## src/hw/rtl/ofbr_pkg.sv

```systemverilog
// Shared sizes, command codes and index helpers for the overwriting byte ring FIFO.
// No dependencies; the interfaces and the top refer to it by scoped names.
`timescale 1ns / 1ps

package ofbr_pkg;

  // Storage geometry and take limit
  localparam int unsigned DEPTH    = 256;
  localparam int unsigned MAX_TAKE = 64;
  localparam int unsigned AW       = $clog2(DEPTH);
  localparam int unsigned FW       = $clog2(DEPTH + 1);
  localparam int unsigned RW       = $clog2(MAX_TAKE + 1);

  // Port field widths
  localparam int unsigned CMD_W   = 3;
  localparam int unsigned BYTE_W  = 8;
  localparam int unsigned COUNT_W = 7;
  localparam int unsigned LEVEL_W = 9;

  typedef enum logic [CMD_W-1:0] {
    CMD_PUSH  = 3'd0,
    CMD_TAKE  = 3'd1,
    CMD_DROP  = 3'd2,
    CMD_FLUSH = 3'd3,
    CMD_QUERY = 3'd4
  } cmd_e;

  typedef enum logic [1:0] {
    ST_IDLE = 2'b01,
    ST_TAKE = 2'b10
  } state_e;

  typedef enum logic {
    STAT_OK    = 1'b0,
    STAT_RANGE = 1'b1
  } stat_e;

  // Advance a ring index with wrap at DEPTH
  function automatic logic [AW-1:0] next_idx(input logic [AW-1:0] idx);
    return (idx == AW'(DEPTH - 1)) ? '0 : idx + 1'b1;
  endfunction

endpackage

```

## src/hw/rtl/ofbr_in_if.sv

```systemverilog
// Input channel of the byte ring FIFO: valid/ready handshake and one command item.
// Field widths come from ofbr_pkg.
`timescale 1ns / 1ps

interface ofbr_in_if;
  logic                           valid;
  logic                           ready;
  logic [ofbr_pkg::CMD_W-1:0]     command;
  logic [ofbr_pkg::BYTE_W-1:0]    push_byte;
  logic [ofbr_pkg::COUNT_W-1:0]   take_count;

  modport source (output valid, output command, output push_byte, output take_count,
                  input ready);
  modport sink   (input valid, input command, input push_byte, input take_count,
                  output ready);
endinterface

```

## src/hw/rtl/ofbr_out_if.sv

```systemverilog
// Output channel of the byte ring FIFO: valid/ready handshake and one result item.
// Field widths come from ofbr_pkg.
`timescale 1ns / 1ps

interface ofbr_out_if;
  logic                           valid;
  logic                           ready;
  logic                           status;
  logic [ofbr_pkg::BYTE_W-1:0]    data_byte;
  logic [ofbr_pkg::LEVEL_W-1:0]   fill_level;
  logic                           last;

  modport source (output valid, output status, output data_byte, output fill_level,
                  output last, input ready);
  modport sink   (input valid, input status, input data_byte, input fill_level,
                  input last, output ready);
endinterface

```

## src/hw/rtl/ofbr_ram.sv

```systemverilog
// Generic simple dual-port RAM: one write port, one read port with registered data.
// Read data holds while the read enable is low. No dependencies.
`timescale 1ns / 1ps

module ofbr_ram #(
  parameter int unsigned Width = 8,
  parameter int unsigned Depth = 256
) (
  input  logic                     clk_i,
  input  logic                     wr_en_i,
  input  logic [$clog2(Depth)-1:0] wr_addr_i,
  input  logic [Width-1:0]         wr_data_i,
  input  logic                     rd_en_i,
  input  logic [$clog2(Depth)-1:0] rd_addr_i,
  output logic [Width-1:0]         rd_data_o
);

  logic [Width-1:0] mem_q [Depth];
  logic [Width-1:0] rd_data_q;

  // Write and read ports
  always_ff @(posedge clk_i) begin
    if (wr_en_i) begin
      mem_q[wr_addr_i] <= wr_data_i;
    end
    if (rd_en_i) begin
      rd_data_q <= mem_q[rd_addr_i];
    end
  end

  assign rd_data_o = rd_data_q;

endmodule

```

## src/hw/rtl/overwriting_byte_ring_fifo_top.sv

```systemverilog
// Overwriting byte ring FIFO: index and count control around one storage RAM.
// Depends on ofbr_pkg, ofbr_in_if, ofbr_out_if and ofbr_ram.
//
//   port   | direction | handshake     | payload
//   in_i   | sink      | valid / ready | command, push_byte, take_count
//   out_o  | source    | valid / ready | status, data_byte, fill_level, last
//
// Push, drop, flush, query and a refused take: one result each.
// A take of N bytes: the accept cycle issues the first RAM read, then N bytes follow,
// one byte per cycle unless out_o.ready stalls, paced by the registered RAM read.
// in_i.ready is low while a take streams and while a result waits in the output
// register that out_o.ready does not take; a stall holds the RAM read data.
// Reset clears the indices, the fill count and the output valid; storage is not
// cleared, since a take only reads entries already written.
`timescale 1ns / 1ps

module overwriting_byte_ring_fifo_top (
  input  logic              clk_i,
  input  logic              rst_ni,
  ofbr_in_if.sink           in_i,
  ofbr_out_if.source        out_o
);

  localparam int unsigned AW = ofbr_pkg::AW;
  localparam int unsigned FW = ofbr_pkg::FW;
  localparam int unsigned RW = ofbr_pkg::RW;

  ofbr_pkg::state_e state_q, state_d;
  logic [AW-1:0] rd_idx_q, rd_idx_d;
  logic [AW-1:0] wr_idx_q, wr_idx_d;
  logic [FW-1:0] fill_q, fill_d;
  logic [RW-1:0] rem_q, rem_d;

  logic                                out_valid_q, out_valid_d;
  logic                                out_stat_q, out_stat_d;
  logic [ofbr_pkg::BYTE_W-1:0]         out_data_q, out_data_d;
  logic [ofbr_pkg::LEVEL_W-1:0]        out_fill_q, out_fill_d;
  logic                                out_last_q, out_last_d;

  logic                        load_ok, accept, load, ld_stat, ld_last, take_bad;
  logic [ofbr_pkg::BYTE_W-1:0] ld_data;
  logic                        rd_en, wr_en;
  logic [AW-1:0]               rd_addr;
  logic [ofbr_pkg::BYTE_W-1:0] rd_data;
  ofbr_pkg::cmd_e              cmd;

  // Storage; a write lands at the edge, so a read in any later cycle sees it
  ofbr_ram #(
    .Width (ofbr_pkg::BYTE_W),
    .Depth (ofbr_pkg::DEPTH)
  ) u_store (
    .clk_i     (clk_i),
    .wr_en_i   (wr_en),
    .wr_addr_i (wr_idx_q),
    .wr_data_i (in_i.push_byte),
    .rd_en_i   (rd_en),
    .rd_addr_i (rd_addr),
    .rd_data_o (rd_data)
  );

  // Handshake
  assign load_ok   = !out_valid_q || out_o.ready;
  assign in_i.ready = (state_q == ofbr_pkg::ST_IDLE) && load_ok;
  assign accept    = in_i.valid && in_i.ready;
  assign cmd       = ofbr_pkg::cmd_e'(in_i.command);

  // Refuse a take of zero, above depth, above the take limit or above the fill
  assign take_bad = (in_i.take_count == '0)
                 || (32'(in_i.take_count) > ofbr_pkg::DEPTH)
                 || (32'(in_i.take_count) > ofbr_pkg::MAX_TAKE)
                 || (32'(in_i.take_count) > 32'(fill_q));

  // Command decode and take sequencer
  always_comb begin
    state_d     = state_q;
    rd_idx_d    = rd_idx_q;
    wr_idx_d    = wr_idx_q;
    fill_d      = fill_q;
    rem_d       = rem_q;
    rd_en       = 1'b0;
    rd_addr     = rd_idx_q;
    wr_en       = 1'b0;
    load        = 1'b0;
    ld_stat     = ofbr_pkg::STAT_OK;
    ld_data     = '0;
    ld_last     = 1'b1;
    out_valid_d = out_valid_q && !out_o.ready;
    out_stat_d  = out_stat_q;
    out_data_d  = out_data_q;
    out_fill_d  = out_fill_q;
    out_last_d  = out_last_q;

    unique case (state_q)
      ofbr_pkg::ST_IDLE: begin
        if (accept) begin
          case (cmd)
            ofbr_pkg::CMD_PUSH: begin
              wr_en    = 1'b1;
              wr_idx_d = ofbr_pkg::next_idx(wr_idx_q);
              if (32'(fill_q) < ofbr_pkg::DEPTH) begin
                fill_d = fill_q + 1'b1;
              end else begin
                rd_idx_d = ofbr_pkg::next_idx(rd_idx_q);
              end
              load = 1'b1;
            end
            ofbr_pkg::CMD_TAKE: begin
              if (take_bad) begin
                ld_stat = ofbr_pkg::STAT_RANGE;
                load    = 1'b1;
              end else begin
                // Issue the first read; ST_TAKE then moves the read data to the output register
                rd_en    = 1'b1;
                rd_idx_d = ofbr_pkg::next_idx(rd_idx_q);
                fill_d   = fill_q - FW'(in_i.take_count);
                rem_d    = RW'(in_i.take_count);
                state_d  = ofbr_pkg::ST_TAKE;
              end
            end
            ofbr_pkg::CMD_DROP: begin
              if (fill_q != '0) begin
                rd_idx_d = ofbr_pkg::next_idx(rd_idx_q);
                fill_d   = fill_q - 1'b1;
              end
              load = 1'b1;
            end
            ofbr_pkg::CMD_FLUSH: begin
              rd_idx_d = '0;
              wr_idx_d = '0;
              fill_d   = '0;
              load     = 1'b1;
            end
            default: begin
              load = 1'b1;
            end
          endcase
        end
      end
      ofbr_pkg::ST_TAKE: begin
        // Move the pending byte out and read the next one
        if (load_ok) begin
          load    = 1'b1;
          ld_data = rd_data;
          ld_last = (rem_q == RW'(1));
          rem_d   = rem_q - 1'b1;
          if (rem_q != RW'(1)) begin
            rd_en    = 1'b1;
            rd_idx_d = ofbr_pkg::next_idx(rd_idx_q);
          end else begin
            state_d = ofbr_pkg::ST_IDLE;
          end
        end
      end
      default: begin
        state_d = ofbr_pkg::ST_IDLE;
      end
    endcase

    // Fill the output register
    if (load) begin
      out_valid_d = 1'b1;
      out_stat_d  = ld_stat;
      out_data_d  = ld_data;
      out_fill_d  = ofbr_pkg::LEVEL_W'(fill_d);
      out_last_d  = ld_last;
    end
  end

  // Control state
  always_ff @(posedge clk_i or negedge rst_ni) begin
    if (!rst_ni) begin
      state_q     <= ofbr_pkg::ST_IDLE;
      rd_idx_q    <= '0;
      wr_idx_q    <= '0;
      fill_q      <= '0;
      rem_q       <= '0;
      out_valid_q <= 1'b0;
    end else begin
      state_q     <= state_d;
      rd_idx_q    <= rd_idx_d;
      wr_idx_q    <= wr_idx_d;
      fill_q      <= fill_d;
      rem_q       <= rem_d;
      out_valid_q <= out_valid_d;
    end
  end

  // Output payload
  always_ff @(posedge clk_i) begin
    out_stat_q <= out_stat_d;
    out_data_q <= out_data_d;
    out_fill_q <= out_fill_d;
    out_last_q <= out_last_d;
  end

  assign out_o.valid      = out_valid_q;
  assign out_o.status     = out_stat_q;
  assign out_o.data_byte  = out_data_q;
  assign out_o.fill_level = out_fill_q;
  assign out_o.last       = out_last_q;

`ifndef SYNTHESIS
  a_fill_bound: assert property (@(posedge clk_i) disable iff (!rst_ni)
    32'(fill_q) <= ofbr_pkg::DEPTH)
    else $error("fill count above depth");

  a_no_accept_in_take: assert property (@(posedge clk_i) disable iff (!rst_ni)
    (state_q == ofbr_pkg::ST_TAKE) |-> !in_i.ready)
    else $error("input taken while a take streams");

  a_flush_empties: assert property (@(posedge clk_i) disable iff (!rst_ni)
    (accept && cmd == ofbr_pkg::CMD_FLUSH) |=> (fill_q == '0 && rd_idx_q == wr_idx_q))
    else $error("flush left data behind");

  a_take_ends_last: assert property (@(posedge clk_i) disable iff (!rst_ni)
    (state_q == ofbr_pkg::ST_TAKE && load_ok && rem_q == RW'(1))
      |=> (state_q == ofbr_pkg::ST_IDLE && out_valid_q && out_last_q))
    else $error("take did not finish with a last byte");
`endif

endmodule
```

## src/flat_wrapper.sv

```systemverilog
// flat-port wrapper written by rule: the top's interface ports become plain ports
module overwriting_byte_ring_fifo_top_flat 
  (clk_i, rst_ni, in_i_valid, in_i_command, in_i_push_byte, in_i_take_count, in_i_ready, out_o_valid, out_o_status, out_o_data_byte, out_o_fill_level, out_o_last, out_o_ready);
  ofbr_in_if in_i_i ();
  ofbr_out_if out_o_i ();
  input  logic clk_i;
  input  logic rst_ni;
  input wire logic [$bits(in_i_i.valid)-1:0] in_i_valid;
  input wire logic [$bits(in_i_i.command)-1:0] in_i_command;
  input wire logic [$bits(in_i_i.push_byte)-1:0] in_i_push_byte;
  input wire logic [$bits(in_i_i.take_count)-1:0] in_i_take_count;
  output wire logic [$bits(in_i_i.ready)-1:0] in_i_ready;
  output wire logic [$bits(out_o_i.valid)-1:0] out_o_valid;
  output wire logic [$bits(out_o_i.status)-1:0] out_o_status;
  output wire logic [$bits(out_o_i.data_byte)-1:0] out_o_data_byte;
  output wire logic [$bits(out_o_i.fill_level)-1:0] out_o_fill_level;
  output wire logic [$bits(out_o_i.last)-1:0] out_o_last;
  input wire logic [$bits(out_o_i.ready)-1:0] out_o_ready;
  assign in_i_i.valid = in_i_valid;
  assign in_i_i.command = in_i_command;
  assign in_i_i.push_byte = in_i_push_byte;
  assign in_i_i.take_count = in_i_take_count;
  assign in_i_ready = in_i_i.ready;
  assign out_o_valid = out_o_i.valid;
  assign out_o_status = out_o_i.status;
  assign out_o_data_byte = out_o_i.data_byte;
  assign out_o_fill_level = out_o_i.fill_level;
  assign out_o_last = out_o_i.last;
  assign out_o_i.ready = out_o_ready;
  overwriting_byte_ring_fifo_top u_core (.clk_i(clk_i), .rst_ni(rst_ni), .in_i(in_i_i), .out_o(out_o_i));
endmodule
```

## config.mk

```make
export PLATFORM = sky130hd
export DESIGN_NAME = overwriting_byte_ring_fifo_top_flat
export DESIGN_NICKNAME = d
export VERILOG_FILES = /design/src/hw/rtl/ofbr_pkg.sv /design/src/hw/rtl/ofbr_in_if.sv /design/src/hw/rtl/ofbr_out_if.sv /design/src/hw/rtl/ofbr_ram.sv /design/src/hw/rtl/overwriting_byte_ring_fifo_top.sv /design/src/flat_wrapper.sv
export SDC_FILE = /design/constraint.sdc
export NUM_CORES = 2
export LEC_CHECK = 0
export BUFFER_PORTS_ARGS = -buffer_cell sky130_fd_sc_hd__buf_2
export CORE_MARGIN = 2
export CORE_UTILIZATION = 56
export CTS_BUF_LIST = sky130_fd_sc_hd__clkbuf_2 sky130_fd_sc_hd__clkbuf_4 sky130_fd_sc_hd__clkbuf_8
export DETAILED_ROUTE_END_ITERATION = 7
export PLACE_DENSITY = 0.76
export SYNTH_ARGS = -nofsm -noshare
export SYNTH_HDL_FRONTEND = slang
export SYNTH_SLANG_ARGS = --single-unit
```

## constraint.sdc

```tcl
create_clock -name clk_i -period 8.1 [get_ports clk_i]
set_input_delay 0.405 -clock clk_i [delete_from_list [all_inputs] [get_ports clk_i]]
set_output_delay 0.405 -clock clk_i [all_outputs]
set_load 0.005 [all_outputs]
```

* After elaboration in Yosys (flattened, before gate mapping)
Memory sizes are Yosys's and may differ from the RTL's. A register that Yosys moved wholly into a read port is not among the register bits. Index checks and enable logic that the tools add are counted.
Cells by class: $lt $le $gt $ge 3, add/subtract/negate cells 6, reduce and logical (&&, ||, !) cells 19, multiplexer cells 45, eq/ne operators 19
Operators by type and width (count):
- $mux 8 | 8
- $mux 9 | 5
- $pmux 9 s4 | 1
- $pmux 8 s2 | 2
- $pmux 8 s4 | 1
- $mux 7 | 4
- $add 8x1->8 const B | 2
- $eq 8x8->1 const B | 2
- $mux 1 | 15
- $pmux 7 s2 | 1
- $mux 2 | 5
- $reduce_and 5->1 | 2
- $add 9x1->9 const B | 1
- $gt 7x9->1 | 1
- $lt 9x9->1 const B | 1
- $ne 3x3->1 const B | 3
- $reduce_bool 9->1 | 1
- $sub 9x1->9 const B | 1
- $sub 9x7->9 | 1
- $reduce_and 8->1 | 1
- $eq 7x1->1 const B | 1
- $gt 7x7->1 const B | 1
- $logic_not 7->1 | 1
- $ne 7x1->1 const B | 1
- 17 further kinds | 30
Word-level totals: input port bits 22, memories 1, RAM bits 2048, logic and storage cells 103, bits in registers 54
Memory list:
- u_core.u_store.mem_q | words 256, bits a word 8, read ports 1, clocked after memory_dff 1, write ports 1, RTL line ofbr_ram.sv:18 | logic [Width-1:0] mem_q [Depth];

* Depth between registers and ports, before layout
depth in word-level cells 8, depth in mapped cells 12

* Cells and area by module
From an unflattened synthesis, not the netlist that was laid out.
Second synthesis, totals: cells, all modules 4149, area, all modules 83291.1 µm²
By module, submodules not included:
- ofbr_ram | sequential area each 61739.2 µm², cells an instance 3733, area each 79636.4 µm², instances 1
- overwriting_byte_ring_fifo_top | sequential area each 1447.6 µm², cells an instance 416, area each 3654.8 µm², instances 1

* Least setup slack after synthesis
Ideal clock, no wire load.
path kind in2reg, start input in_i_take_count[1], end register u_core.out_data_q (netlist bit u_core.out_o.data_byte[0]), enable pin, data arrival time 2687 ps, cell stages on the path 9, data required time 7705 ps, path slack 5018 ps, library setup time 395 ps, cell sequence inv_1 -> ha_1 -> nor2b_1 -> o31a_1 -> o31a_1 -> o21ai_2 -> nand2b_1 -> a21oi_1 -> nor2_1
On the way: longest elaborated chain between the ends 7
RTL lines:
- start, declared | RTL line flat_wrapper.sv:11 | input wire logic [$bits(in_i_i.take_count)-1:0] in_i_take_count;
- $gt 7x7->1 or $logic_not 7->1 (tied branches) | RTL line overwriting_byte_ring_fifo_top.sv:70, overwriting_byte_ring_fifo_top.sv:68
- $logic_or 1x1->1 | RTL line overwriting_byte_ring_fifo_top.sv:70 | || (32'(in_i.take_count) > ofbr_pkg::MAX_TAKE)
- $logic_or 1x1->1 (*) | RTL line overwriting_byte_ring_fifo_top.sv:71 | || (32'(in_i.take_count) > 32'(fill_q));
- $mux 1 (*) | RTL line overwriting_byte_ring_fifo_top.sv:108 | if (take_bad) begin
- $mux 1 (*) | RTL line overwriting_byte_ring_fifo_top.sv:96 | case (cmd)
- $mux 1 (*) | RTL line overwriting_byte_ring_fifo_top.sv:95 | if (accept) begin
- $pmux 1 s2 (*) | RTL line overwriting_byte_ring_fifo_top.sv:93 | unique case (state_q)
- named net u_core.load | RTL line overwriting_byte_ring_fifo_top.sv:40 | logic load_ok, accept, load, ld_stat, ld_last, take_bad;
- end signal, assigned | RTL line overwriting_byte_ring_fifo_top.sv:191 | out_data_q <= out_data_d;
- end, declared | RTL line overwriting_byte_ring_fifo_top.sv:36 | logic [ofbr_pkg::BYTE_W-1:0] out_data_q, out_data_d;
Mark *: on every way through the listed nets, which the timed path passes. The rest lies on a longest branch. A chain may end at the register's enable or synchronous reset.

==> impl_metrics.toml <==
[worst_setup_path]
worstPathMaxFanout = 37
cp.required_ps = 8810
cp-end-kind = "register"
r2r_slack_ps = 3270
crit_type = "reg -> reg"
crit_arrival_ps = 5540
crit_path_start_kind = "register"
ff2ff_path_depth = 9

[routing]
ant_nets = 0
first_pass_iters = 7
wl_mm = 197
top_layer = "met5"
vias_per_cell = 6.63
wl_per_cell_um = 30.7
met1_length_mm = 73.5
dr.first_iter.drc_count = 6047
wl_met3_mm = 22.9
route.vias.total = 42400
drcViolationCount = 0
wl_met2_mm = 92.4

[worst_hold_path]
min_path_cells = 1
hp-class = "in -> reg"

[logic_synthesis]
synth_ff_type = "edfxtp_1"
ys_warn_count = 0
syn_avg_cell_area_um2 = 20.7
postSynthCellCount = 4014
async_reset_ff_frac = 0.0166
synthTopCellsByArea = "edfxtp_1, mux4_2, nor2_1"
synth_enable_flop_cells = 2075
yosysUniqueCellTypes = 76
synth_area_mm2 = 0.0830
synth_common_cells = "edfxtp_1, mux4_2, nor2_1, clkbuf_1, nand2_1"
synth.most_common_cell = "edfxtp_1"
yosysTopAreaCellShare = 0.751
syn-num-nets = 4055
ys_ff_latch = 2110
yosysTopAreaCell = "edfxtp_1"
yosysSeqAreaShare = 0.762

[cts]
cts-root-buf = "clkbuf_8"
cts_resized = 0
cts_htree_levels = 5
clk_pin_slew_ps = 60
clkLatencyLatePin_ps = 1040
clockBufferDepth = 4
ctsHoldBuffers = 18
cts_tree = "done"
clock_sinks = 2110
postCtsSetupRepairBufs = 0
cts_buffers = 330

[cells_and_area]
fillCellCount = 9715
finalNetCount = 4277
multi_input_area_mm2 = 0.0185
stdcell_area_mm2 = 0.0914
drive_above_1_share = 0.255
regArea_mm2 = 0.0632
synthToLayoutAreaGrowth_pct = 10.1

[placed_design]
gp_congestion = 0.877
io_buffers = 42
place_hpwl_mm = 117
placed_cell_area_mm2 = 0.0851

[sta]
worst_slew_pin_slew_ps = 1260
rsz0062_at_grt = "false"
max_freq_mhz = 207
slew_headroom = 0.160
fin_skew_ps = 97.2
finalCritPeriodShare = 0.596
slew_viol_final = 0
setup_viol = 0
hold_viol = 0
finalCriticalPeriod_ps = 4830
tns_ps = 0

[global_route]
grt-ovfl-total = 0
grt_first_pass_wirelength_mm = 286
grtUsageTotal = 0.262
antenna_found_initial = 4
grt_pass1_vias = 42200
grt_max_degree = 177

[floorplanning]
die_w_um = 389
dieArea_mm2 = 0.151
io_pins = 43
initial_core_util = 0.562
die_y_um = 389
num_rows = 141
coreArea_mm2 = 0.147

[power]
vdd_drop_max_uv = 501
power_leakage_nw = 28.4
cellPowerDensity_mw_per_mm2 = 315

[run]
cap_violations = 0

[run_status]
status = "completed"
sequential cells by signal, summed over array words and instances, names as in the netlist, 2 cells and up:
signal,count
u_core.out_o.fill_level,9
u_core.u_store.mem_q,2048
u_core.u_store.rd_data_o,8
u_core.out_o.data_byte,8
u_core.fill_q,9
u_core.rd_addr,8
u_core.wr_idx_q,8
u_core.state_q,2
u_core.rem_q,7
logic make-up (layout without fill, tap and decap cells):
group / count (synthesis) / count (layout) / share of synthesized area
flip-flops: 2110 / 2110 / 0.762
buffers and inverters: 265 / 714 / 0.0161
other: 0 / 5 / 0
AO/OA/AOI/OAI: 376 / 376 / 0.0314
AND/OR/NAND/NOR: 614 / 614 / 0.0325
adder cells (fa/ha/maj): 19 / 19 / 0.00296
multiplexers: 622 / 622 / 0.154
XOR/XNOR: 8 / 8 / 0.000845
worst max-delay path, stage by stage, from the launching register on:
cell and delay [ps]:
dfrtp_4 1000, buf_4 520, buf_4 610, mux4_2 620, a22oi_1 160, a21oi_1 100
a21oi_1 380, o2111ai_1 400, a21oi_1 520, o31ai_1 160
stage by stage:
stage	hold slack [ps]	setup WS (ps)	total power [W]	instances	util
after floorplan	109	5020	0.0179	4014	-
after global placement	496	2580	0.0204	5816	0.577
after detailed placement	524	3260	0.0205	5816	0.577
after CTS	15.7	3240	0.0288	6393	0.619
after global routing	95.7	3160	0.0297	6395	0.619
final	54.2	3270	0.0288	6398	0.620
cells in the final DEF, fill, tap and decap left out, drive strengths merged, types with 7 or more instances in the layout:
cell         count
a31oi           11
ha              18
mux2i           88
nor3            29
nor2           323
o221ai          17
nor4            11
edfxtp        2075
nand2          114
o22ai           40
a21o             7
mux2            12
nand2b          10
clkbuf         441
nand4           14
nor2b           16
clkinv         112
or3              9
bufinv           8
buf            103
a211oi           7
inv             26
o32ai            8
mux4           522
o211ai           8
nand3           51
and3            15
a22oi           70
a21oi           56
dfrtp           34
o21ai           65
a2111oi          7
a221oi          30
dlygate4sd3     18
power by group:
part | switching (W) | total, W | internal [W]
sequential | 0.000261 | 0.0124 | 0.0121
clock | 0.00393 | 0.00845 | 0.00453
combinational | 0.00469 | 0.00795 | 0.00326
total | 0.00888 | 0.0288 | 0.0199
area by class of cell:
cell class,instances,area share
Sequential cell,2110,0.692
Multi-Input combinational cell,1639,0.202
Clock buffer,433,0.0586
Tap cell,1930,0.0264
Timing Repair Buffer,129,0.0115
Clock inverter,126,0.00809
Inverter,26,0.00112
Antenna cell,5,0.000137
routing by layer:
| layer | vias to the layer above | track usage |
|---|---|---|
| met3 | 466 | 0.0662 |
| li1 | 17200 | - |
| met4 | 6 | 0.100 |
| met1 | 21900 | 0.365 |
| met5 | - | 0 |
| met2 | 2857 | 0.404 |
worst paths after layout:
path	endpoint	from
setup / recovery	u_core.u_store.rd_data_o[6]	u_core.rd_addr[0]
hold / removal	u_core.u_store.mem_q[61][5]	in_i_push_byte[5]
setup reg to reg	u_core.u_store.rd_data_o[6]	u_core.rd_addr[0]
hold reg to reg	u_core.state_q[0]	u_core.state_q[0]
max in group asynchronous	u_core.rd_addr[1]	rst_ni
min in group asynchronous	u_core.fill_q[1]	rst_ni
Power figures use the tool's default switching activity.
